File: config.mk
export PLATFORM = sky130hd
export DESIGN_NAME = vuri_ram
export DESIGN_NICKNAME = d
export VERILOG_FILES = /design/src/video_unit_register_interface_defines.svh /design/src/vuri_ram.sv
export SDC_FILE = /design/constraint.sdc
export NUM_CORES = 2
export LEC_CHECK = 0
export BUFFER_PORTS_ARGS = -buffer_cell sky130_fd_sc_hd__buf_4
export CORE_UTILIZATION = 40
export DETAILED_ROUTE_END_ITERATION = 8
export SYNTH_ARGS = -nofsm -noshare
export SYNTH_HDL_FRONTEND = slang
export SYNTH_SLANG_ARGS = --single-unit
File: constraint.sdc
create_clock -name i_clk -period 2.1 [get_ports i_clk]
set_input_delay 0.105 -clock i_clk [delete_from_list [all_inputs] [get_ports i_clk]]
set_output_delay 0.105 -clock i_clk [all_outputs]
set_load 0.1 [all_outputs]
File: src/video_unit_register_interface_defines.svh
// Assertion macros for the video unit register interface.
// Used by the RTL files that carry concurrent checks; no other dependencies.
`ifndef VIDEO_UNIT_REGISTER_INTERFACE_DEFINES_SVH
`define VIDEO_UNIT_REGISTER_INTERFACE_DEFINES_SVH

`ifndef SYNTH
// check outside reset
`define VURI_ASSERT(lbl, prop, msg) \
    lbl: assert property (@(posedge i_clk) disable iff (!i_rst_n) prop) else $error(msg);
// check that also holds while reset is applied
`define VURI_ASSERT_RST(lbl, prop, msg) \
    lbl: assert property (@(posedge i_clk) prop) else $error(msg);
`else
`define VURI_ASSERT(lbl, prop, msg)
`define VURI_ASSERT_RST(lbl, prop, msg)
`endif

`endif

File: src/vuri_ram.sv
// Simple dual-port synchronous RAM: one write port, one read port,
// registered read data that holds while no read is issued. Uses no package.
`default_nettype none

module vuri_ram #(
    parameter  int DEPTH = 256,
    parameter  int WIDTH = 8,
    localparam int AW    = $clog2(DEPTH)
) (
    input  wire logic             i_clk,
    input  wire logic             i_we,
    input  wire logic [AW-1:0]    i_waddr,
    input  wire logic [WIDTH-1:0] i_wdata,
    input  wire logic             i_re,
    input  wire logic [AW-1:0]    i_raddr,
    output logic      [WIDTH-1:0] o_rdata
);

    logic [WIDTH-1:0] r_mem [DEPTH];
    logic [WIDTH-1:0] r_rdata;

    // write port
    always_ff @(posedge i_clk) begin
        if (i_we) begin
            r_mem[i_waddr] <= i_wdata;
        end
    end

    // read port, registered
    always_ff @(posedge i_clk) begin
        if (i_re) begin
            r_rdata <= r_mem[i_raddr];
        end
    end

    assign o_rdata = r_rdata;

endmodule

`default_nettype wire

==> results_dict.tcl <==
set metrics [dict create \
    cts_tree "built" \
    hold_slack_ns 0.1972 \
    antenna_found_initial 7 \
    status "complete, but fails checks" \
    tightest_slew_ns 0.8063 \
    fin_nets 4551 \
    async_reset_ff_share_pct 0 \
    crit_top_cell "buf_4" \
    finalWorstSetupSlack_ns -0.2389 \
    period_share_pct 111.4 \
    path_clk_slew_ns 0.06 \
    netlist_area_mm2 0.07964 \
    slew_headroom_pct 46.25 \
    yosysUniqueCellTypes 54 \
    antenna_left 0 \
    powerDensity_mw_per_mm2 899.8 \
    startpoint_type "flop" \
    crit_path_max_fanout 1 \
    rows 163 \
    yosysSeqAreaShare_pct 77.53 \
    syn_nets 3760 \
    cp.arrival_ns 2.94 \
    yosys_warnings 0 \
    grt_use_total_pct 20.38 \
    maxCapViolCount 0 \
    violations "setup timing" \
    post-route-min-period_ns 2.339 \
    grt_busiest_layer "met2" \
    cts-root-buf "clkbuf_16" \
    peakVddDrop_v 0.0009636 \
    wl_per_cell_um 27.73 \
    path_cells "mux4_2 -> a22oi_1 -> buf_4 -> a21oi_1 -> nor4_4 -> buf_4 -> nor4_2" \
    grt.met2_usage_pct 33.86 \
    met1_usage_pct 28.31 \
    cp.required_ns 2.70 \
    gp_congestion 0.9159 \
    clock_skew_ns 0.04976 \
    grt_pass1_wl_um 294600 \
    worst-setup-path-type "reg -> reg" \
    leakagePower_nw 31.12 \
    grt.overflow.total 0 \
    drt_iter0_markers 4337 \
    crit_family "simple AND/OR/NAND/NOR gates" \
    core_mm2 0.1976 \
    drt-vias-per-instance 5.570 \
    hold_class "in -> reg" \
    use_met3_pct 2.801 \
    final_layout_size_suffix_gt1_share_pct 34.46 \
    drv_slew 0 \
    htreeDepth 4 \
    top_level_ports 35 \
    synth_edf_count 2056 \
    port_buffers 34 \
    areaGrowthSynthToFinish_pct 20.63 \
    hold_viol_final 0 \
    vias 40830 \
    multi_input_area_mm2 0.01702 \
    rsz0062_at_grt "true" \
    cp_num_buf_inv 2 \
    drc 0 \
    cts_buffer_depth 3 \
    worstSkewPairLatency_ns 0.86 \
    power_w 0.08644 \
    fillerInstances 15990 \
    ys_seq_elements 2056 \
    start_util_pct 40.30 \
    slowest_delay_ns 0.54 \
    wl_um 203300 \
    cts_buffers 206 \
    die_x_um 448.2 \
    grt_pass1_vias 41170 \
    regArea_mm2 0.06174 \
    place_ws_ns -1.586 \
    synthCells 3733 \
    fmax_mhz 427.6 \
    yosys_most_used_dff "edfxtp_1" \
    finalSetupViolCount 8 \
    crit_path_end_kind "flop" \
    syn-mean-instance-area_um2 21.33 \
    die-area_mm2 0.2009 \
    fp.dieH_um 448.2 \
    cts_sinks 2056 \
    first_pass_iters 5 \
    place_hpwl_um 134000 \
    grt_max_degree 98 \
    slowest_stage "nor4_4" \
]
cell usage after synthesis (5+ instances only):
library cell  number  share of area, %
a211oi_1          16              0.15
a21oi_1           96              0.60
a221oi_1          13              0.14
a22o_1             8             0.088
a22oi_1          133               1.3
and2_1             6             0.047
buf_1             22              0.10
buf_12             8              0.20
buf_2             31              0.19
buf_4             27              0.25
buf_6             21              0.30
buf_8             13              0.25
clkbuf_1         111              0.52
edfxtp_1        2056                78
mux2i_1          134               1.7
mux4_2           454                13
nand2_1           33              0.16
nand2b_1           8             0.063
nand3_1           34              0.21
nand4_1           10             0.079
nor2_1           282               1.3
nor2b_1           31              0.24
nor3_1            22              0.14
nor4_1            24              0.19
o211ai_1          10             0.094
o21ai_0           10             0.063
o221ai_1          46              0.51
o22a_1             5             0.055
o22ai_1           28              0.22
flip-flops by register name, indices dropped and copies added (netlist names):
| signal | flops |
|---|---|
| o_rdata | 8 |
| r_mem | 2048 |
metrics by stage:
| step | cell area, um2 | cells | TNS [ns] | util (%) |
|---|---|---|---|---|
| 2_1_floorplan | 79730 | 3733 | -0.009963 | - |
| 3_3_place_gp | 88680 | 6934 | -10.39 | 44.87 |
| 3_5_place_dp | 88700 | 6935 | -11.42 | 44.88 |
| 4_1_cts | 95950 | 7329 | -1.472 | 48.55 |
| 5_1_grt | 96060 | 7329 | -1.899 | 48.61 |
| 6_report | 96060 | 7331 | -1.482 | 48.61 |
area by class of cell:
class / instances / area share, %
flip-flops and latches: 2056 / 64.27
clock inverters: 118 / 1.312
clock buffers: 255 / 5.580
repair buffers: 816 / 7.672
diodes: 2 / 0.005210
multi-input cells: 1442 / 17.72
well taps: 2640 / 3.439
inverters: 2 / 0.007815
power by group:
part           leakage [nW]  switching, W  internal, W  total [W]
logic                  9.42       0.00304      0.00211    0.00515
registers              18.5     0.0000639       0.0453     0.0453
clock network          3.21        0.0156       0.0204     0.0360
total                  31.1        0.0187       0.0678     0.0864
routing by layer:
| metal | share of wire, % | wire (um) |
|---|---|---|
| met4 | 2.3 | 4776 |
| met3 | 5.8 | 11750 |
| met5 | 0 | 0 |
| met2 | 50 | 101500 |
| met1 | 42 | 85300 |
what timing repair did:
action | CTS | global route
hold buffers | 21 | 0
pin swaps | 30 | 14
setup buffers | 0 | 0
resized for setup | 78 | 18
endpoints found under the hold margin | 2067 | 0
endpoints found under the setup margin | 9 | 20
worst reg2reg max path, stage by stage (launching register included):
cell and delay [ns]:
edfxtp_1 0.37, mux4_2 0.47, a22oi_1 0.23, buf_4 0.16
a21oi_1 0.09, nor4_4 0.54, buf_4 0.21, nor4_2 0.04
path summary, 6_finish.rpt:
path,startpoint,endpoint,slack [ns],depth (start not counted)
worst min register to register,r_mem[33][5],o_rdata[5],1.12,7
worst max-delay path,r_mem[139][6],o_rdata[6],-0.24,7
worst max register to register,r_mem[139][6],o_rdata[6],-0.24,7
worst min-delay path,i_re,o_rdata[4],0.20,2
cell families (layout without fill, tap and decap cells):
| kind of cell | Yosys count | in the layout | synth area share, % |
|---|---|---|---|
| compound gates | 385 | 385 | 3.416 |
| buf+inv | 235 | 1191 | 1.829 |
| flops | 2056 | 2056 | 77.53 |
| mux | 591 | 591 | 14.60 |
| other cells | 0 | 2 | 0 |
| simple gates | 466 | 466 | 2.625 |
layout by cell type (no fill, tap or decap), types with 9 or more instances in the layout:
cell           Yosys  final
nand4_1           10     10
buf_12             8     88
nand2_1           33     33
nor2b_1           31     24
mux4_2           454    455
clkbuf_1         111     48
nor4_4             0      9
o221ai_1          46     45
clkbuf_16          0    207
a22oi_1          133    128
buf_4             27    693
a211oi_1          16      9
nand3_1           34     34
clkinv_2           0     33
o22ai_1           28     28
mux2i_1          134    134
edfxtp_1        2056   2056
nor4_2             3     10
clkinv_1           1     49
o211ai_1          10     10
nor2_1           282    273
nor3_1            22     10
bufinv_16          0     18
buf_8             13     10
o21ai_0           10      9
a21oi_1           96     92
dlygate4sd3_1      0     21
(Power assumes the default switching activity.)
