===== src/video_unit_register_interface_defines.svh =====
// Assertion macros for the video unit register interface.
// Used by the RTL files that carry concurrent checks; no other dependencies.
`ifndef VIDEO_UNIT_REGISTER_INTERFACE_DEFINES_SVH
`define VIDEO_UNIT_REGISTER_INTERFACE_DEFINES_SVH

`ifndef SYNTH
// check outside reset
`define VURI_ASSERT(lbl, prop, msg) \
    lbl: assert property (@(posedge i_clk) disable iff (!i_rst_n) prop) else $error(msg);
// check that also holds while reset is applied
`define VURI_ASSERT_RST(lbl, prop, msg) \
    lbl: assert property (@(posedge i_clk) prop) else $error(msg);
`else
`define VURI_ASSERT(lbl, prop, msg)
`define VURI_ASSERT_RST(lbl, prop, msg)
`endif

`endif


===== src/vuri_pkg.sv =====
// Shared types and constants of the video unit register interface.
// No dependencies; imported by the top level, vuri_core, vuri_out and the testbench.
`default_nettype none

package vuri_pkg;

    // item kinds
    typedef enum logic [1:0] {
        OP_READ  = 2'd0,
        OP_WRITE = 2'd1,
        OP_EVENT = 2'd2,
        OP_NONE  = 2'd3
    } t_opcode;

    // register window
    localparam logic [2:0] REG_CTRL_A   = 3'd0;
    localparam logic [2:0] REG_CTRL_B   = 3'd1;
    localparam logic [2:0] REG_STATUS   = 3'd2;
    localparam logic [2:0] REG_OAM_ADDR = 3'd3;
    localparam logic [2:0] REG_OAM_DATA = 3'd4;
    localparam logic [2:0] REG_SCROLL   = 3'd5;
    localparam logic [2:0] REG_ADDR     = 3'd6;
    localparam logic [2:0] REG_DATA     = 3'd7;

    // memory sizes
    localparam int VIDEO_MEM_DEPTH_DEF = 16384;
    localparam int SPRITE_MEM_DEPTH    = 256;
    localparam int SPRITE_AW           = $clog2(SPRITE_MEM_DEPTH);
    localparam int PALETTE_DEPTH       = 32;
    localparam int PAL_AW              = $clog2(PALETTE_DEPTH);
    localparam int PAL_MIRRORS         = PALETTE_DEPTH / 4;

    // frame and address constants
    localparam logic [16:0] LAST_FRAME_CYCLE = 17'd89341;
    localparam logic [14:0] PALETTE_BASE     = 15'h3F00;
    localparam logic [5:0]  PALETTE_PAGE     = 6'h3F;
    localparam logic [14:0] ADDR_INC_ROW     = 15'd32;
    localparam logic [14:0] ADDR_INC_COL     = 15'd1;

    // memory port control
    typedef struct packed {
        logic we;
        logic re;
    } t_mem_ctl;

    // one result beat
    typedef struct packed {
        logic        write_toggle;
        logic [7:0]  control_b;
        logic [7:0]  control_a;
        logic [2:0]  fine_x;
        logic [14:0] temp_addr;
        logic [14:0] vram_addr;
        logic        a12_rise;
        logic        vblank_suppressed;
        logic        nmi_enable;
        logic [7:0]  read_data;
    } t_result;

endpackage

`default_nettype wire


===== src/vuri_core.sv =====
// Register state, palette and memory request logic of the register interface.
// Depends on vuri_pkg and the assertion macro header.
`default_nettype none
`include "video_unit_register_interface_defines.svh"

module vuri_core
    import vuri_pkg::*;
#(
    parameter  int VIDEO_MEM_DEPTH = VIDEO_MEM_DEPTH_DEF,
    localparam int VAW             = $clog2(VIDEO_MEM_DEPTH)
) (
    input  wire logic                 i_clk,
    input  wire logic                 i_rst_n,
    input  wire logic                 i_acc,
    input  wire t_opcode              i_opcode,
    input  wire logic [2:0]           i_reg_index,
    input  wire logic [7:0]           i_wdata,
    input  wire logic [16:0]          i_frame_cycle,
    input  wire logic [7:0]           i_vram_q,
    output t_mem_ctl                  o_vram_ctl,
    output logic      [VAW-1:0]       o_vram_addr,
    output logic      [7:0]           o_vram_wdata,
    output t_mem_ctl                  o_oam_ctl,
    output logic      [SPRITE_AW-1:0] o_oam_addr,
    output logic      [7:0]           o_oam_wdata,
    output t_result                   o_result,
    output logic                      o_use_oam
);

    localparam logic [15:0] DEPTH1 = 16'(VIDEO_MEM_DEPTH);
    localparam logic [15:0] DEPTH2 = 16'(2 * VIDEO_MEM_DEPTH);

    logic [7:0]  r_ctrl_a, n_ctrl_a;
    logic [7:0]  r_ctrl_b, n_ctrl_b;
    logic [2:0]  r_status, n_status;
    logic        r_nmi, n_nmi;
    logic        r_sup, n_sup;
    logic [7:0]  r_rbuf, n_rbuf;
    logic        r_fetch_vld, n_fetch_vld;
    logic [14:0] r_addr, n_addr;
    logic [14:0] r_temp, n_temp;
    logic [2:0]  r_fine, n_fine;
    logic        r_toggle, n_toggle;
    logic [7:0]  r_oam_addr, n_oam_addr;
    logic        r_lb12_rd, n_lb12_rd;
    logic        r_lb12_wr, n_lb12_wr;
    logic [7:0]  r_pal [PALETTE_DEPTH];

    logic [14:0] addr_inc;
    logic [14:0] addr_sum;
    logic [15:0] vmod0, vmod1, vmod2;
    logic [7:0]  fetch_eff;
    logic [7:0]  rdata;
    logic        rise;
    logic        pal_we_all;
    logic        pal_we_one;
    logic        use_oam;
    t_mem_ctl    vram_ctl;
    t_mem_ctl    oam_ctl;

    // address step and video memory index (address is below four depths)
    assign addr_inc = r_ctrl_a[2] ? ADDR_INC_ROW : ADDR_INC_COL;
    assign addr_sum = r_addr + addr_inc;
    assign vmod0    = {2'b00, r_addr[13:0]};
    assign vmod1    = (vmod0 >= DEPTH2) ? (vmod0 - DEPTH2) : vmod0;
    assign vmod2    = (vmod1 >= DEPTH1) ? (vmod1 - DEPTH1) : vmod1;

    // fetch latch lives in the video RAM read register once loaded
    assign fetch_eff = r_fetch_vld ? i_vram_q : 8'h00;

    // next state for the item on the input
    always_comb begin
        n_ctrl_a    = r_ctrl_a;
        n_ctrl_b    = r_ctrl_b;
        n_status    = r_status;
        n_nmi       = r_nmi;
        n_sup       = r_sup;
        n_rbuf      = r_rbuf;
        n_fetch_vld = r_fetch_vld;
        n_addr      = r_addr;
        n_temp      = r_temp;
        n_fine      = r_fine;
        n_toggle    = r_toggle;
        n_oam_addr  = r_oam_addr;
        n_lb12_rd   = r_lb12_rd;
        n_lb12_wr   = r_lb12_wr;
        rdata       = 8'h00;
        rise        = 1'b0;
        pal_we_all  = 1'b0;
        pal_we_one  = 1'b0;
        use_oam     = 1'b0;
        vram_ctl    = '0;
        oam_ctl     = '0;
        unique case (i_opcode)
            OP_READ: begin
                unique case (i_reg_index)
                    REG_STATUS: begin
                        if (i_frame_cycle == LAST_FRAME_CYCLE) begin
                            n_sup = 1'b1;
                            n_nmi = 1'b0;
                        end
                        if (i_frame_cycle == 17'd0 || i_frame_cycle == 17'd1) begin
                            n_nmi = 1'b0;
                        end
                        rdata = {r_status, r_rbuf[4:0]};
                        if (r_status[2]) begin
                            n_status = {1'b0, r_status[1:0]};
                        end
                        n_toggle = 1'b0;
                    end
                    REG_OAM_DATA: begin
                        oam_ctl.re = 1'b1;
                        use_oam    = 1'b1;
                    end
                    REG_DATA: begin
                        rise        = !r_lb12_rd && r_addr[12];
                        n_lb12_rd   = r_addr[12];
                        vram_ctl.re = 1'b1;
                        n_fetch_vld = 1'b1;
                        if (r_addr[13:8] == PALETTE_PAGE) begin
                            n_rbuf = r_pal[r_addr[PAL_AW-1:0]];
                        end else begin
                            n_rbuf = fetch_eff;
                        end
                        rdata  = n_rbuf;
                        n_addr = {1'b0, r_addr[13:0]} + addr_inc;
                    end
                    default: begin
                        rdata = r_rbuf;
                    end
                endcase
            end
            OP_WRITE: begin
                unique case (i_reg_index)
                    REG_CTRL_A: begin
                        n_ctrl_a = i_wdata;
                        n_nmi    = i_wdata[7];
                        n_temp   = {r_temp[14:12], i_wdata[1:0], r_temp[9:0]};
                    end
                    REG_CTRL_B: begin
                        n_ctrl_b = i_wdata;
                    end
                    REG_OAM_ADDR: begin
                        n_oam_addr = i_wdata;
                    end
                    REG_OAM_DATA: begin
                        oam_ctl.we = 1'b1;
                        n_oam_addr = r_oam_addr + 8'd1;
                    end
                    REG_SCROLL: begin
                        if (!r_toggle) begin
                            n_temp   = {r_temp[14:5], i_wdata[7:3]};
                            n_fine   = i_wdata[2:0];
                            n_toggle = 1'b1;
                        end else begin
                            n_temp   = {i_wdata[2:0], r_temp[11:10], i_wdata[7:3],
                                        r_temp[4:0]};
                            n_toggle = 1'b0;
                        end
                    end
                    REG_ADDR: begin
                        if (!r_toggle) begin
                            n_temp   = {1'b0, i_wdata[5:0], r_temp[7:0]};
                            n_toggle = 1'b1;
                        end else begin
                            n_temp   = {r_temp[14:8], i_wdata};
                            n_addr   = n_temp;
                            n_toggle = 1'b0;
                        end
                    end
                    REG_DATA: begin
                        rise      = !r_lb12_wr && r_addr[12];
                        n_lb12_wr = r_addr[12];
                        if (r_addr < PALETTE_BASE) begin
                            vram_ctl.we = 1'b1;
                        end else if (r_addr[3:0] == 4'h0) begin
                            pal_we_all = 1'b1;
                        end else if (r_addr[1:0] != 2'b00) begin
                            pal_we_one = 1'b1;
                        end
                        n_addr = {1'b0, addr_sum[13:0]};
                    end
                    default: begin
                        // status register ignores writes
                    end
                endcase
            end
            OP_EVENT: begin
                n_status = i_wdata[7:5];
                n_sup    = 1'b0;
            end
            OP_NONE: begin
            end
        endcase
    end

    // control and register state
    always_ff @(posedge i_clk) begin
        if (!i_rst_n) begin
            r_ctrl_a    <= '0;
            r_ctrl_b    <= '0;
            r_status    <= '0;
            r_nmi       <= 1'b0;
            r_sup       <= 1'b0;
            r_rbuf      <= '0;
            r_fetch_vld <= 1'b0;
            r_addr      <= '0;
            r_temp      <= '0;
            r_fine      <= '0;
            r_toggle    <= 1'b0;
            r_oam_addr  <= '0;
            r_lb12_rd   <= 1'b0;
            r_lb12_wr   <= 1'b0;
        end else if (i_acc) begin
            r_ctrl_a    <= n_ctrl_a;
            r_ctrl_b    <= n_ctrl_b;
            r_status    <= n_status;
            r_nmi       <= n_nmi;
            r_sup       <= n_sup;
            r_rbuf      <= n_rbuf;
            r_fetch_vld <= n_fetch_vld;
            r_addr      <= n_addr;
            r_temp      <= n_temp;
            r_fine      <= n_fine;
            r_toggle    <= n_toggle;
            r_oam_addr  <= n_oam_addr;
            r_lb12_rd   <= n_lb12_rd;
            r_lb12_wr   <= n_lb12_wr;
        end
    end

    // palette: entry-0 writes hit every fourth entry
    always_ff @(posedge i_clk) begin
        if (i_acc && pal_we_all) begin
            for (int i = 0; i < PAL_MIRRORS; i++) begin
                r_pal[PAL_AW'(i * 4)] <= i_wdata;
            end
        end else if (i_acc && pal_we_one) begin
            r_pal[r_addr[PAL_AW-1:0]] <= i_wdata;
        end
    end

    // memory requests
    assign o_vram_ctl   = '{we: vram_ctl.we && i_acc, re: vram_ctl.re && i_acc};
    assign o_vram_addr  = vmod2[VAW-1:0];
    assign o_vram_wdata = i_wdata;
    assign o_oam_ctl    = '{we: oam_ctl.we && i_acc, re: oam_ctl.re && i_acc};
    assign o_oam_addr   = r_oam_addr[SPRITE_AW-1:0];
    assign o_oam_wdata  = i_wdata;

    // result of this item, register fields after the step
    assign o_result = '{
        write_toggle:      n_toggle,
        control_b:         n_ctrl_b,
        control_a:         n_ctrl_a,
        fine_x:            n_fine,
        temp_addr:         n_temp,
        vram_addr:         n_addr,
        a12_rise:          rise,
        vblank_suppressed: n_sup,
        nmi_enable:        n_nmi,
        read_data:         rdata
    };
    assign o_use_oam = use_oam;

    // checks
    `VURI_ASSERT(a_data_wr_clears_b14, i_acc && i_opcode == OP_WRITE && i_reg_index == REG_DATA |=> !r_addr[14], "data write left address bit 14 set")
    `VURI_ASSERT(a_status_rd_toggle, i_acc && i_opcode == OP_READ && i_reg_index == REG_STATUS |=> !r_toggle, "status read did not reset toggle")
    `VURI_ASSERT(a_event_clears_sup, i_acc && i_opcode == OP_EVENT |=> !r_sup, "status event left suppression set")
    `VURI_ASSERT(a_ctrl_nmi, i_acc && i_opcode == OP_WRITE && i_reg_index == REG_CTRL_A |=> r_nmi == r_ctrl_a[7], "NMI flag differs from control bit 7")
    `VURI_ASSERT_RST(a_reset_clears, !i_rst_n |=> !r_sup && !r_toggle && !r_fetch_vld, "reset did not clear control state")

endmodule

`default_nettype wire


===== config.mk =====
export PLATFORM = sky130hd
export DESIGN_NAME = vuri_core
export DESIGN_NICKNAME = d
export VERILOG_FILES = /design/src/vuri_pkg.sv /design/src/vuri_core.sv
export VERILOG_INCLUDE_DIRS = /design/src /design/src/src
export SDC_FILE = /design/constraint.sdc
export NUM_CORES = 1
export LEC_CHECK = 0
export ABC_AREA = 1
export ABC_CLOCK_PERIOD_IN_PS = 5400
export BUFFER_PORTS_ARGS = -buffer_cell sky130_fd_sc_hd__buf_2
export CORE_MARGIN = 3
export CORE_UTILIZATION = 60
export CTS_CLUSTER_DIAMETER = 200
export DETAILED_ROUTE_END_ITERATION = 7
export PLACE_DENSITY = 0.77
export SLEW_MARGIN = 20
export SYNTH_ARGS = -nofsm -noshare
export SYNTH_HDL_FRONTEND = slang
export SYNTH_SLANG_ARGS = --single-unit

===== constraint.sdc =====
create_clock -name i_clk -period 5.4 [get_ports i_clk]
set_input_delay 0.27 -clock i_clk [delete_from_list [all_inputs] [get_ports i_clk]]
set_output_delay 0.27 -clock i_clk [all_outputs]
set_load 0.05 [all_outputs]

==> results.sh <==
export IMPL_status="finished, final reports clean"
export IMPL_overflow=0
export IMPL_ir_drop_uv=231
export IMPL_yosys_area_share_adder_pct=0.303
export IMPL_synth_cells=1930
export IMPL_dieArea_sq_um=29500
export IMPL_yosysSeqAreaShare_pct=56.2
export IMPL_post_cts_setup_buffers=0
export IMPL_dieHeight_microns=172
export IMPL_path_clk_slew_ps=60
export IMPL_crit_family="buffers and inverters"
export IMPL_finalCriticalPeriod_ps=4140
export IMPL_max_slew_margin_pct=28.0
export IMPL_core_sq_um=27000
export IMPL_max_cap_violations=0
export IMPL_critical_path_class="flip-flop to output port"
export IMPL_arrival_ps=3870
export IMPL_critPathSlowestCell="clkinv_2"
export IMPL_yosys_warnings=0
export IMPL_grt_antenna_before_repair=0
export IMPL_vias=13623
export IMPL_hp_class="input pin to flip-flop"
export IMPL_end_kind="output port"
export IMPL_cts_tree="yes"
export IMPL_first_iter_violations=1849
export IMPL_syn_num_nets=1975
export IMPL_ys_seq_elements=335
export IMPL_portBuffers=144
export IMPL_worstSetupEndpoint="o_result[2]"
export IMPL_synth_xor_area_share_pct=0.212
export IMPL_clock_latency_ps=530
export IMPL_finalWirelength_microns=45900
export IMPL_leakage_nw=7.80
export IMPL_synth_cell_types=41
export IMPL_crit_path_cell_trace="buf_4 > clkinv_2 > buf_4 > nor2_1 > o21ai_0 > nand3_1 > nand3_1 > nand3_1 > nand3_1 > nand2_1 > nand2_1 > nand2_1 > buf_2"
export IMPL_cts_hold_buf=0
export IMPL_place_ws_ps=1990
export IMPL_hold_start="i_vram_q[4]"
export IMPL_syn_to_final_growth_pct=10.8
export IMPL_worst_r2r_cell_count=12
export IMPL_synth_compound_area_share_pct=9.43
export IMPL_r2r_end="r_rbuf[2]$_SDFFE_PN0P_"
export IMPL_rows=60
export IMPL_yosys_area_share_simple_pct=25.3
export IMPL_syn_area_sq_um=16500
export IMPL_finalSetupTns_ps=0
export IMPL_critPathMaxStageDelay_ps=800
export IMPL_cts_resized=0
export IMPL_critPathRequiredTime_ps=5130
export IMPL_cts_buffer_depth=3
export IMPL_diodes=0
export IMPL_drtAntennaViolNets=0
export IMPL_timing_hold_ws_ps=69.7
export IMPL_grt_pass1_wl_microns=71000
export IMPL_setup_viol=0
export IMPL_fmax_mhz=241
export IMPL_critPathLaunchType="flip-flop"
export IMPL_place_congestion=0.970
export IMPL_crit_path_max_fanout=68
export IMPL_grt_usage_pct=31.0
export IMPL_fin_ws_ps=1260
export IMPL_post_synth_cell_area_avg_sq_um=8.55
export IMPL_cts_root_buffer="clkbuf_16"
export IMPL_drtPass1Iterations=6
export IMPL_grt_max_degree=88
export IMPL_dp_hpwl_microns=29900
export IMPL_drc=0
export IMPL_synth_top_family_by_area="simple AND/OR/NAND/NOR gates"
export IMPL_drive_gt1_share_pct=14.6
export IMPL_viasPerCell=5.77
export IMPL_power_density_nw_per_um2=332
export IMPL_first_global_vias=12923
export IMPL_mostFrequentLayoutCell="nand2_1"
export IMPL_total_power_mw=6.06
export IMPL_tightestPinTransition_ps=1070
export IMPL_hold_viol=0
export IMPL_fin_nets=2040
export IMPL_boundaryPins=145
export IMPL_htreeDepth=2
export IMPL_min_period_over_period_pct=76.7
export IMPL_cp_depth=13
export IMPL_path_buf_inv=4
export IMPL_critPathMostFrequentCell="nand3_1"
export IMPL_slew_violations=0
export IMPL_start_util_pct=61.1
export IMPL_chipWidth_microns=172
export IMPL_fin_skew_ps=21.8
export IMPL_wl_per_cell_microns=19.4
export IMPL_rrSetupSlack_ps=2250
export IMPL_rsz0062_at_grt="false"
export IMPL_cts_made_buffers=35
export IMPL_cts_sink_count=335
export IMPL_muxShareOfSynthArea_pct=0
export IMPL_final_cell_mix="nand2_1, edfxtp_1, nor2_1, nand3_1, inv_1"
==> report_power, final <==
part	switching (mW)	internal, mW	total, mW
clock network	1.00	1.46	2.47
logic	0.564	0.180	0.743
registers	0.0506	2.80	2.85
total	1.62	4.44	6.06
==> registers in the layout (all words and copies together) (netlist names), 3 cells and up, named ones only <==
signal and count:
r_pal 256, r_addr 15, r_temp 15, o_oam_addr 8, r_ctrl_a 8, r_ctrl_b 8, r_rbuf 8, r_fine 3
r_status 3
==> worst min path at each step <==
stage | end | depth (start not counted)
2_1_floorplan | r_pal[0][0]$_DFFE_PP_ | 0
6_report | r_rbuf[4]$_SDFFE_PN0P_ | 5
3_3_place_gp | r_fetch_vld$_SDFFE_PN0P_ | 2
4_1_cts | r_rbuf[1]$_SDFFE_PN0P_ | 5
3_5_place_dp | r_status[0]$_SDFFE_PN0P_ | 2
5_1_grt | r_rbuf[4]$_SDFFE_PN0P_ | 5
==> Yosys cell counts, drive strengths merged <==
cell	instances	area share (%)
nand2	452	10
edfxtp	256	47
nor2	231	5.6
nand3	224	6.9
inv	194	4.4
o21ai	183	5.8
dfxtp	79	9.6
a21oi	69	2.1
buf	66	2.5
clkbuf	66	1.5
or2	36	1.4
nor3	13	0.58
o211ai	13	0.59
o22ai	11	0.42
nand4	7	0.27
clkinv	6	0.14
a211oi	5	0.23
ha	4	0.30
o32ai	3	0.16
xor2	3	0.16
a31oi	2	0.076
o21bai	2	0.091
and3	1	0.038
nand3b	1	0.046
nor3b	1	0.046
nor4	1	0.038
xnor2	1	0.053
==> tightest hold or removal path, cell delays in order <==
cell	delay, ps
buf_2	80
nand2_1	60
nand3_1	80
nand2_1	50
inv_1	40
==> cell type report <==
cell class	count	area, sq um
Clock buffer	47	972
Clock inverter	16	195
Timing Repair Buffer	160	841
Inverter	200	753
Sequential cell	335	9270
Tap cell	341	427
Multi-Input combinational cell	1263	5820
Fill cell	2137	8750
==> per-stage QoR <==
step	cells	cell area (sq um)	util, %
6_report	2362	18300	67.6
3_5_place_dp	2299	17100	63.3
5_1_grt	2362	18300	67.6
2_1_floorplan	1930	16500	-
4_1_cts	2362	18300	67.6
3_3_place_gp	2299	17100	63.3
==> layer usage <==
| layer | up-vias | part of all wire, % | GRT usage (%) |
|---|---|---|---|
| li1 | 6501 | - | - |
| met1 | 6277 | 39 | 41.4 |
| met2 | 711 | 48 | 51.3 |
| met3 | 134 | 8.9 | 4.71 |
| met4 | 0 | 4.5 | 12.8 |
| met5 | - | 0 | 0 |
==> logic make-up after synthesis <==
group	Yosys count
adder cells (fa/ha/maj)	4
flip-flops	335
buffers and inverters	332
AND/OR/NAND/NOR	967
AO/OA/AOI/OAI	288
XOR/XNOR	4
Power figures use the tool's default switching activity.
