### src/video_unit_register_interface_defines.svh
// Assertion macros for the video unit register interface.
// Used by the RTL files that carry concurrent checks; no other dependencies.
`ifndef VIDEO_UNIT_REGISTER_INTERFACE_DEFINES_SVH
`define VIDEO_UNIT_REGISTER_INTERFACE_DEFINES_SVH

`ifndef SYNTH
// check outside reset
`define VURI_ASSERT(lbl, prop, msg) \
    lbl: assert property (@(posedge i_clk) disable iff (!i_rst_n) prop) else $error(msg);
// check that also holds while reset is applied
`define VURI_ASSERT_RST(lbl, prop, msg) \
    lbl: assert property (@(posedge i_clk) prop) else $error(msg);
`else
`define VURI_ASSERT(lbl, prop, msg)
`define VURI_ASSERT_RST(lbl, prop, msg)
`endif

`endif

### src/vuri_pkg.sv
// Shared types and constants of the video unit register interface.
// No dependencies; imported by the top level, vuri_core, vuri_out and the testbench.
`default_nettype none

package vuri_pkg;

    // item kinds
    typedef enum logic [1:0] {
        OP_READ  = 2'd0,
        OP_WRITE = 2'd1,
        OP_EVENT = 2'd2,
        OP_NONE  = 2'd3
    } t_opcode;

    // register window
    localparam logic [2:0] REG_CTRL_A   = 3'd0;
    localparam logic [2:0] REG_CTRL_B   = 3'd1;
    localparam logic [2:0] REG_STATUS   = 3'd2;
    localparam logic [2:0] REG_OAM_ADDR = 3'd3;
    localparam logic [2:0] REG_OAM_DATA = 3'd4;
    localparam logic [2:0] REG_SCROLL   = 3'd5;
    localparam logic [2:0] REG_ADDR     = 3'd6;
    localparam logic [2:0] REG_DATA     = 3'd7;

    // memory sizes
    localparam int VIDEO_MEM_DEPTH_DEF = 16384;
    localparam int SPRITE_MEM_DEPTH    = 256;
    localparam int SPRITE_AW           = $clog2(SPRITE_MEM_DEPTH);
    localparam int PALETTE_DEPTH       = 32;
    localparam int PAL_AW              = $clog2(PALETTE_DEPTH);
    localparam int PAL_MIRRORS         = PALETTE_DEPTH / 4;

    // frame and address constants
    localparam logic [16:0] LAST_FRAME_CYCLE = 17'd89341;
    localparam logic [14:0] PALETTE_BASE     = 15'h3F00;
    localparam logic [5:0]  PALETTE_PAGE     = 6'h3F;
    localparam logic [14:0] ADDR_INC_ROW     = 15'd32;
    localparam logic [14:0] ADDR_INC_COL     = 15'd1;

    // memory port control
    typedef struct packed {
        logic we;
        logic re;
    } t_mem_ctl;

    // one result beat
    typedef struct packed {
        logic        write_toggle;
        logic [7:0]  control_b;
        logic [7:0]  control_a;
        logic [2:0]  fine_x;
        logic [14:0] temp_addr;
        logic [14:0] vram_addr;
        logic        a12_rise;
        logic        vblank_suppressed;
        logic        nmi_enable;
        logic [7:0]  read_data;
    } t_result;

endpackage

`default_nettype wire

### src/vuri_out.sv
// Two-entry result queue: a staging slot that waits for sprite RAM data,
// then the output register that drives the master beat. Depends on vuri_pkg.
`default_nettype none

module vuri_out
    import vuri_pkg::*;
(
    input  wire logic        i_clk,
    input  wire logic        i_rst_n,
    input  wire logic        i_acc,
    input  wire t_result     i_result,
    input  wire logic        i_use_oam,
    input  wire logic [7:0]  i_oam_q,
    input  wire logic        i_m_tready,
    output logic             o_in_ready,
    output logic             o_m_tvalid,
    output logic      [63:0] o_m_tdata
);

    logic    r_s1_vld;
    logic    r_s1_oam;
    t_result r_s1;
    logic    r_out_vld;
    t_result r_out;
    t_result s1_final;
    logic    adv;

    // staging slot moves when the output register is free or drains
    assign adv        = !r_out_vld || i_m_tready;
    assign o_in_ready = !r_s1_vld || adv;

    // sprite read data comes from the RAM read register, which loads with the staging slot
    always_comb begin
        s1_final = r_s1;
        if (r_s1_oam) begin
            s1_final.read_data = i_oam_q;
        end
    end

    // valid bits
    always_ff @(posedge i_clk) begin
        if (!i_rst_n) begin
            r_s1_vld  <= 1'b0;
            r_out_vld <= 1'b0;
        end else begin
            if (i_acc) begin
                r_s1_vld <= 1'b1;
            end else if (adv) begin
                r_s1_vld <= 1'b0;
            end
            if (adv) begin
                r_out_vld <= r_s1_vld;
            end
        end
    end

    // payload
    always_ff @(posedge i_clk) begin
        if (i_acc) begin
            r_s1     <= i_result;
            r_s1_oam <= i_use_oam;
        end
        if (adv && r_s1_vld) begin
            r_out <= s1_final;
        end
    end

    assign o_m_tvalid = r_out_vld;
    assign o_m_tdata  = {3'b000, r_out};

endmodule

`default_nettype wire

### config.mk
export PLATFORM = sky130hd
export DESIGN_NAME = vuri_out
export DESIGN_NICKNAME = d
export VERILOG_FILES = /design/src/video_unit_register_interface_defines.svh /design/src/vuri_pkg.sv /design/src/vuri_out.sv
export SDC_FILE = /design/constraint.sdc
export NUM_CORES = 1
export LEC_CHECK = 0
export BUFFER_PORTS_ARGS = -buffer_cell sky130_fd_sc_hd__buf_2
export CAP_MARGIN = 0
export CORE_ASPECT_RATIO = 0.8
export CORE_MARGIN = 4
export CORE_UTILIZATION = 40
export CTS_CLUSTER_DIAMETER = 100
export DETAILED_ROUTE_END_ITERATION = 8
export GPL_TIMING_DRIVEN = 0
export PLACE_DENSITY = 0.66
export SYNTH_ARGS = -nofsm -noshare
export SYNTH_HDL_FRONTEND = slang
export SYNTH_SLANG_ARGS = --single-unit
### constraint.sdc
create_clock -name i_clk -period 11.2 [get_ports i_clk]
set_input_delay 0 -clock i_clk [delete_from_list [all_inputs] [get_ports i_clk]]
set_output_delay 0 -clock i_clk [all_outputs]
set_load 0.05 [all_outputs]
==> out/results.env, run 1 <==
ENDPOINT_REQUIRED_TIME_ON_THE_CRITICAL_PATH_NS=11.30
FLOORPLAN.INITIALDENSITY_PCT=40.9
SYNTH-SEQ-AREA-SHARE_PCT=95.0
TIMING.FINAL.MAX_SLEW_VIOLATIONS=0
CP-STARTPOINT='o_m_tvalid'
ROWS=32
WORST_SLEW_MARGIN_REL_PCT=35.3
SYN_AVG_CELL_AREA_UM2=27.3
AREAGROWTHSYNTHTOFINISH_PCT=57.1
LAYOUT.NETS=449
DIEAREA_UM2=11500
HP-CLASS='in -> reg'
CRIT_PATH_START_KIND='flip-flop'
POWER-PER-CELL-AREA_nW_PER_UM2=204
POSTCTSSETUPBUFFERS=0
NUMBER_OF_ITERATIONS_IN_THE_FIRST_DETAILED_ROUTING_PASS=4
R2R_SLACK_NS=9.30
CTS.REPORTEDPATHS.CLKPINSLEW_NS=0.06
WORST-R2R-CELL-COUNT=3
INITIALDRTVIOLATIONCOUNT=116
GRT_START_MAX_NET_PINS=64
P_SW_SHARE_PCT=21.6
MUXSHAREOFSYNTHAREA_PCT=3.06
FINALCRITPERIODSHARE_PCT=17.0
ROUTABILITYCONGESTION=0.712
PWR-SHARE-COMB_PCT=8.6
YOSYS.AREA.TOP_TYPE_SHARE_PCT=94.0
YOSYS.CELL_TYPES.COUNT=11
FINISH.UTILIZATION_PCT=64.2
INSERTION_DELAY_NS=0.41
DESIGN.CORE.AREA_UM2=9610
PATH_CLASS='reg -> reg'
ROUTE.DETAILED.WL_PER_INST_UM=15.7
NUMBER_OF_FAILING_HOLD_ENDPOINTS_AT_THE_FINAL_STAGE=0
AREA_SHARE_OF_FA_HA_MAJ_CELLS_AFTER_SYNTHESIS_PCT=0
P_CLK_SHARE_PCT=47.0
CLOCK.FMAX_MHz=526
ROUTED-VIA-COUNT=2194
SETUP_VIOL_COUNT_FINAL=0
CTS_BUFFERS=17
ANTENNA_VIOLATIONS_BEFORE_REPAIR=0
CRIT_PATH_MAX_INCR_DELAY_NS=0.78
CP_MAX_DELAY_CELL='sky130_fd_sc_hd__nor2b_4'
ANTENNA_LEFT=0
INTERNAL_POWER_mW=0.986
OUTCOME='complete, no violations'
MAX_SLEW.WORST_PIN.SLEW_NS=0.969
CTS_TREE='yes'
SYNTH_AREA_LEADERS='sky130_fd_sc_hd__edfxtp_1 (94%), sky130_fd_sc_hd__mux2_4 (3.1%), sky130_fd_sc_hd__dfxtp_1 (1.0%), sky130_fd_sc_hd__buf_4 (0.57%), sky130_fd_sc_hd__nor2b_1 (0.32%)'
SYNTHXORXNORAREAFRAC_PCT=0
BOUNDARYPINS=140
DRCVIOLATIONCOUNT=0
DRT-TOTAL-WL_MM=7.98
RR_STARTPOINT='o_m_tvalid'
CLK_PATH_BUF_DEPTH=2
RSZ0062_AT_GRT='false'
CTS_MAX_LEVEL=4
WORST_SETUP_PATH_END_KIND='flip-flop'
GRT_PASS1_VIAS=2447
FINAL.MIN_CLOCK_PERIOD_NS=1.90
SYNTH_TOP_FAMILY_BY_AREA='multiplexers'
CRITICAL_REGISTER_TO_REGISTER_PATH_ENDPOINT='o_m_tdata[41]'
GRT_FIRST_PASS_WIRELENGTH_MM=12.8
POST_SYNTH_AND_OR_NAND_NOR_AREA_FRACTION_PCT=0.573
ROOT_BUFFER='sky130_fd_sc_hd__clkbuf_16'
COUNT_OF_FLIP_FLOPS_WITH_A_BUILT_IN_ENABLE_AFTER_SYNTHESIS=123
FILL_CELLS=645
YOSYSTOPAREACELL='sky130_fd_sc_hd__edfxtp_1'
SHARE_OF_THE_SYNTHESIZED_AREA_IN_COMPOUND_GATES_AO_OA_AOI_OAI_PCT=0.414
PATH_MAX_FANOUT=34
SYNTH_FF_TYPE='sky130_fd_sc_hd__edfxtp_1'
TIMING.SETUP.TNS_NS=0
FP.DIEH_UM=96.7
GRT.TOTAL_USAGE_PCT=14.8
WORST_CLK_SKEW_NS=0.0117
TOTAL_LEAKAGE_POWER_nW=2.47
YOSYS_WARNINGS=0
DIE_W_UM=119
SYNTH_COMMONEST_CELLS='sky130_fd_sc_hd__edfxtp_1 (123), sky130_fd_sc_hd__mux2_4 (8), sky130_fd_sc_hd__buf_4 (3)'
YOSYS_REGISTER_BITS=125
IO_BUFFERS=136
FINAL_ANTENNA_DIODE_COUNT=0
POST_SYNTH_INST_COUNT=144
AVGVIACOUNTPERCELL=4.33
POST_SYNTH_INSTANCE_AREA_UM2=3930
POST-SYNTH-TOP-COUNT-CELL='sky130_fd_sc_hd__edfxtp_1'
DRIVE_GT1_SHARE_PCT=46.6
SEQPWRFRAC_PCT=44.5
MAXCAPVIOLATIONS=0
CRITPATHARRIVALTIME_NS=2.00
CRITICAL_PATH.CELL_CHAIN='nor2b_1, nor2b_4, buf_12'
GLOBAL_ROUTE.OVERFLOW_TOTAL=0
WORSTSETUPENDPOINT='o_m_tdata[41]'
DETAILED_PLACE_HPWL_MM=4.61
CLOCK_SINKS=125
NETSWITCHINGPOWER_mW=0.272
VDD.IR_DROP.WORST_mV=0.159
SYNTHARSTFLOPSHARE_PCT=0
sequential cells by signal, summed over array words and instances, names as in the netlist:
signal	count
r_s1_oam	1
o_m_tvalid	1
o_m_tdata	61
r_s1_vld	1
r_s1	61
how the worst min path moves through the flow:
stage                       startpoint  endpoint  slack [ns]  cells past startpoint
after floorplan            i_result[0]   r_s1[0]         0.1                      0
after global placement    i_result[28]  r_s1[28]        0.18                      1
after detailed placement  i_result[45]  r_s1[45]        0.18                      1
after CTS                 i_result[28]  r_s1[28]        0.28                      2
after global routing             i_acc  r_s1[28]        0.23                      1
final                            i_acc  r_s1[28]        0.21                      1
critical path, delay by kind of cell (launching register included):
family        cells  cell delay (ns)
simple gates      2             0.98
flops             1             0.32
buf+inv           1             0.28
power groups by stage:
stage / sequential, mW / clock (mW) / combinational, mW
3_5_place_dp: 0.569 / 0 / 0.0875
4_1_cts: 0.559 / 0.600 / 0.108
2_1_floorplan: 0.609 / 0 / 0.0139
6_report: 0.560 / 0.591 / 0.108
3_3_place_gp: 0.569 / 0 / 0.0855
5_1_grt: 0.562 / 0.629 / 0.114
cell usage in the layout (no fill, tap or decap), types with 2 or more instances in the layout:
master / synthesis / routed
sky130_fd_sc_hd__buf_2: 0 / 135
sky130_fd_sc_hd__edfxtp_1: 123 / 123
sky130_fd_sc_hd__dlygate4sd3_1: 0 / 73
sky130_fd_sc_hd__clkbuf_16: 0 / 17
sky130_fd_sc_hd__mux2_4: 8 / 8
sky130_fd_sc_hd__bufinv_16: 0 / 5
sky130_fd_sc_hd__buf_4: 3 / 4
sky130_fd_sc_hd__conb_1: 1 / 3
sky130_fd_sc_hd__clkinv_2: 0 / 3
sky130_fd_sc_hd__clkinv_4: 0 / 3
sky130_fd_sc_hd__clkinvlp_4: 0 / 2
sky130_fd_sc_hd__dfxtp_1: 2 / 2
cell families after synthesis:
group	Yosys count
AND/OR/NAND/NOR	4
AO/OA/AOI/OAI	2
multiplexers	8
buffers and inverters	4
other	1
flip-flops	125
per-stage QoR:
step | hold WS (ns) | power (mW) | setup slack [ns] | std cells | cell area, um2
2_1_floorplan | 0.0989 | 0.623 | 7.28 | 146 | 3940
3_3_place_gp | 0.176 | 0.654 | 6.39 | 401 | 4770
3_5_place_dp | 0.178 | 0.656 | 9.30 | 402 | 4790
4_1_cts | 0.280 | 1.27 | 9.30 | 507 | 6170
5_1_grt | 0.231 | 1.31 | 9.14 | 507 | 6170
6_report | 0.207 | 1.26 | 9.30 | 507 | 6170
timing repair:
item,in CTS,in global routing
hold endpoints to repair,72,0
gates resized for setup,0,0
hold buffers,73,0
layer usage:
metal	GRT usage, %	routed length, um
met4	6.32	99
met3	7.83	849
met1	17.0	3370
met2	23.1	3660
met5	0	0
area by class of cell:
class | count | area, um2 | share of cell area [%]
flip-flops and latches | 125 | 3730 | 60.5
repair buffers | 210 | 1430 | 23.2
clock buffers | 17 | 425 | 6.89
clock inverters | 15 | 219 | 3.55
multi-input cells | 17 | 178 | 2.88
well taps | 119 | 149 | 2.41
plain buffers | 4 | 33.8 | 0.547
Note: power is estimated with default switching activity, not from simulation.
==> run 2: changes to the inputs <==
Settings changed: ABC_AREA set to 1, PLACE_DENSITY 0.66 to 0.69.
Clock period 11.2 ns to 1.6 ns, I/O delays scaled along.
==> run 2 against run 1 <==
Sequential share of layout area up 0.89 points. Sequential cell count unchanged. Final cell count up 3.2%. Worst setup slack worse by 8.9 ns. Non-clock buffer count up 1. Wire length down 1.1%. Critical endpoint is now o_m_tvalid. Critical path depth up 3. Design area down 1.4%.
==> out/results.env, run 2 <==
OUTCOME='complete, no violations'
GRT_START_MAX_NET_PINS=64  # unchanged
DRT-TOTAL-WL_MM=7.89  # -1.1%
SYN_AVG_CELL_AREA_UM2=24.0  # -12%
SYNTHARSTFLOPSHARE_PCT=0  # unchanged
ROOT_BUFFER='sky130_fd_sc_hd__clkbuf_16'
MOSTFREQUENTLAYOUTCELL='sky130_fd_sc_hd__buf_2'
YOSYS_REGISTER_BITS=125  # unchanged
SYNTH-SEQ-AREA-SHARE_PCT=95.5  # +0.49 points
GLOBALROUTE.BUSIESTLAYER='met2'
GRT_PASS1_VIAS=2429  # -0.74%
WORST_CLK_SKEW_NS=0.00824  # -0.00349 ns
GRT.TOTAL_USAGE_PCT=14.3  # -0.47 points
DIEAREA_UM2=11400  # -0.47%
WORST_SETUP_PATH_END_KIND='flip-flop'
DRIVE_GT1_SHARE_PCT=42.2  # -4.5 points
CLOCK_SINKS=125  # unchanged
NUMBER_OF_ITERATIONS_IN_THE_FIRST_DETAILED_ROUTING_PASS=4  # unchanged
LAYOUT.NETS=469  # +4.5%
HP-CLASS='in -> reg'
SYNTH_FF_TYPE='sky130_fd_sc_hd__edfxtp_1'
CTS_BUFFERS=17  # unchanged
CATEGORY_OF_CELLS_ACCOUNTING_FOR_THE_LARGEST_SHARE_OF_CRITICAL_PATH_DELAY='buffers and inverters'
FILL_CELLS=653  # +1.2%
ROUTE.DETAILED.WL_PER_INST_UM=15.1  # -4.2%
WORST-PATH-BUF-INV=4  # +3
DRCVIOLATIONCOUNT=0  # unchanged
CP_MAX_DELAY_CELL='sky130_fd_sc_hd__dlygate4sd3_1'
CRIT_PATH_START_KIND='input port'
FINAL_ANTENNA_DIODE_COUNT=0  # unchanged
TOTAL_LEAKAGE_POWER_nW=2.46  # -0.59%
CLOCK.FMAX_MHz=803
MET2_USAGE_PCT=24.5  # +1.4 points
DPL_CELL_AREA_UM2=4800  # about the same
COMMONEST_CELLS_AFTER_ROUTING_FILL_AND_TAPS_ASIDE='sky130_fd_sc_hd__buf_2 (135), sky130_fd_sc_hd__edfxtp_1 (123), sky130_fd_sc_hd__dlygate4sd3_1 (73), sky130_fd_sc_hd__clkbuf_16 (17), sky130_fd_sc_hd__inv_1 (12)'
WORST_SLEW_MARGIN_REL_PCT=47.3  # +12 points
POST-SYNTH-TOP-COUNT-CELL='sky130_fd_sc_hd__edfxtp_1'
FINAL.MIN_CLOCK_PERIOD_NS=1.25
IO_BUFFERS=136  # unchanged
ANTENNA_VIOLATIONS_BEFORE_REPAIR=0  # unchanged
AREAGROWTHSYNTHTOFINISH_PCT=55.7
CRITICAL_PATH.CELL_CHAIN='dlygate4sd3_1, buf_2, inv_1, nand2_1, a21oi_1, dlygate4sd3_1'
POWER-PER-CELL-AREA_nW_PER_UM2=1350  # +560%
CLK_PATH_BUF_DEPTH=2  # unchanged
CTS_REPAIR_RESIZE_COUNT=0  # unchanged
ENDPOINT_REQUIRED_TIME_ON_THE_CRITICAL_PATH_NS=1.94  # -9.36 ns
ROWS=31  # -3.1%
YOSYS_WARNINGS=0  # unchanged
TIMING.FINAL.MAX_SLEW_VIOLATIONS=0  # unchanged
POST_SYNTH_INST_COUNT=163  # +13%
INITIALDRTVIOLATIONCOUNT=119  # +2.6%
YOSYS.AREA.TOP_TYPE_SHARE_PCT=94.5  # +0.48 points
FINALCRITPERIODSHARE_PCT=77.9
NUMBER_OF_HOLD_REPAIR_BUFFERS_ADDED_AT_THE_CTS_STAGE=73  # unchanged
MAXCAPVIOLATIONS=0  # unchanged
YOSYS.CELL_TYPES.COUNT=10  # -1
GLOBAL_ROUTE.OVERFLOW_TOTAL=0  # unchanged
FLOORPLAN.INITIALDENSITY_PCT=42.0  # +1.1 points
CRITPATHARRIVALTIME_NS=1.58  # -0.42 ns
YOSYSTOPAREACELL='sky130_fd_sc_hd__edfxtp_1'
SYNTH_COMMONEST_CELLS='sky130_fd_sc_hd__edfxtp_1 (123), sky130_fd_sc_hd__inv_1 (12), sky130_fd_sc_hd__nand2_1 (9)'
AVGVIACOUNTPERCELL=4.37  # +1.0%
VDD.IR_DROP.WORST_mV=1.11  # +600%
FP.DIEH_UM=96.4  # -0.23%
ROUTABILITYCONGESTION=0.632  # -11%
PATH_MAX_FANOUT=3  # -91%
POSTCTSSETUPBUFFERS=0  # unchanged
DIE_W_UM=119  # -0.24%
PATH_CLASS='in -> reg'
INSERTION_DELAY_NS=0.40  # about the same
CTS.REPORTEDPATHS.CLKPINSLEW_NS=0.06  # about the same
SETUP_VIOL_COUNT_FINAL=0  # unchanged
BOUNDARYPINS=140  # unchanged
SYNTH_AREA_LEADERS='sky130_fd_sc_hd__edfxtp_1 (94%), sky130_fd_sc_hd__inv_1 (1.2%), sky130_fd_sc_hd__dfxtp_1 (1.0%), sky130_fd_sc_hd__o21ai_0 (1.0%), sky130_fd_sc_hd__nand2_1 (0.86%)'
GRTUSAGEMET3_PCT=6.87  # -0.96 points
ROUTED-VIA-COUNT=2287  # +4.2%
TIMING.CRITICAL_PATH.MODE_CELL='sky130_fd_sc_hd__dlygate4sd3_1'
POSTLAYOUTCELLAREA_UM2=6090  # -1.4%
POST_SYNTH_INSTANCE_AREA_UM2=3910  # -0.51%
NUMBER_OF_FAILING_HOLD_ENDPOINTS_AT_THE_FINAL_STAGE=0  # unchanged
RSZ0062_AT_GRT='false'
CTS_TREE='yes'
DESIGN.CORE.AREA_UM2=9310  # -3.1%
GRT_FIRST_PASS_WIRELENGTH_MM=12.1  # -5.5%
CRIT_PATH_MAX_INCR_DELAY_NS=0.58  # -0.20 ns
ANTENNA_LEFT=0  # unchanged
GLOBAL_ROUTE.USAGE.MET1_PCT=15.3  # -1.7 points
COUNT_OF_FLIP_FLOPS_WITH_A_BUILT_IN_ENABLE_AFTER_SYNTHESIS=123  # unchanged
TOTAL_POWER_mW=8.21  # +550%
CTS_MAX_LEVEL=4  # unchanged
MAX_SLEW.WORST_PIN.SLEW_NS=0.791  # -0.178 ns
FINISH.UTILIZATION_PCT=65.4  # +1.2 points
## run 2: cell types whose count changed in the layout (fill, tap and decap cells not counted), moves of 2 or more
cell	previous run	this run
sky130_fd_sc_hd__clkbuf_1	0	2
sky130_fd_sc_hd__nand2_1	1	9
sky130_fd_sc_hd__clkinv_2	3	5
sky130_fd_sc_hd__a21oi_1	0	2
sky130_fd_sc_hd__o21ai_0	0	8
sky130_fd_sc_hd__mux2_4	8	0
sky130_fd_sc_hd__bufinv_16	5	2
sky130_fd_sc_hd__inv_1	0	12
## run 2: cell families (layout without fill, tap and decap cells)
group,Yosys count,count (layout),share of synthesized area (%)
buf+inv,16,259,2.02
other cells,1,3,0.0959
compound gates,11,11,1.41
flops,125,125,95.5
simple gates,10,10,0.992
## run 2: layer usage
metal  vias up  share of wire (%)
li1       1088                  -
met1      1067                 38
met2       113                 51
met3        19                8.5
met4         0                2.0
met5         -                  0
## run 2: worst paths after layout
path | startpoint | to | slack [ns] | depth (start not counted)
worst max register to register | o_m_tvalid | o_m_tvalid | 0.40 | 3
worst min register to register | r_s1[34] | o_m_tdata[34] | 0.41 | 0
worst max-delay path | i_m_tready | o_m_tvalid | 0.35 | 6
worst min-delay path | i_acc | r_s1[37] | 0.21 | 1
## run 2: power breakdown
part / switching (mW) / internal (mW)
Combinational: 0.478 / 0.263
Sequential: 0.0551 / 3.86
Clock: 1.29 / 2.26
Total: 1.82 / 6.39
## run 2: layout make-up
| type | instances | area [um2] | share of cell area, % |
|---|---|---|---|
| tap | 115 | 144 | 2.36 |
| sequential | 125 | 3740 | 61.4 |
| buffer | 4 | 33.8 | 0.555 |
| inverter | 12 | 45.0 | 0.740 |
| clock inverter | 13 | 125 | 2.06 |
| multi-input combinational | 24 | 116 | 1.91 |
| clock buffer | 19 | 433 | 7.11 |
| timing repair buffer | 211 | 1450 | 23.9 |
## run 2: through the flow
step	cells	worst slack, ns	setup TNS [ns]	hold slack, ns
after global routing	523	0.304	0	0.230
after detailed placement	418	0.114	0	0.178
after floorplan	165	-0.287	-17.48	0.0989
after CTS	523	0.410	0	0.281
final	523	0.354	0	0.209
after global placement	416	-0.641	-38.86	0.177
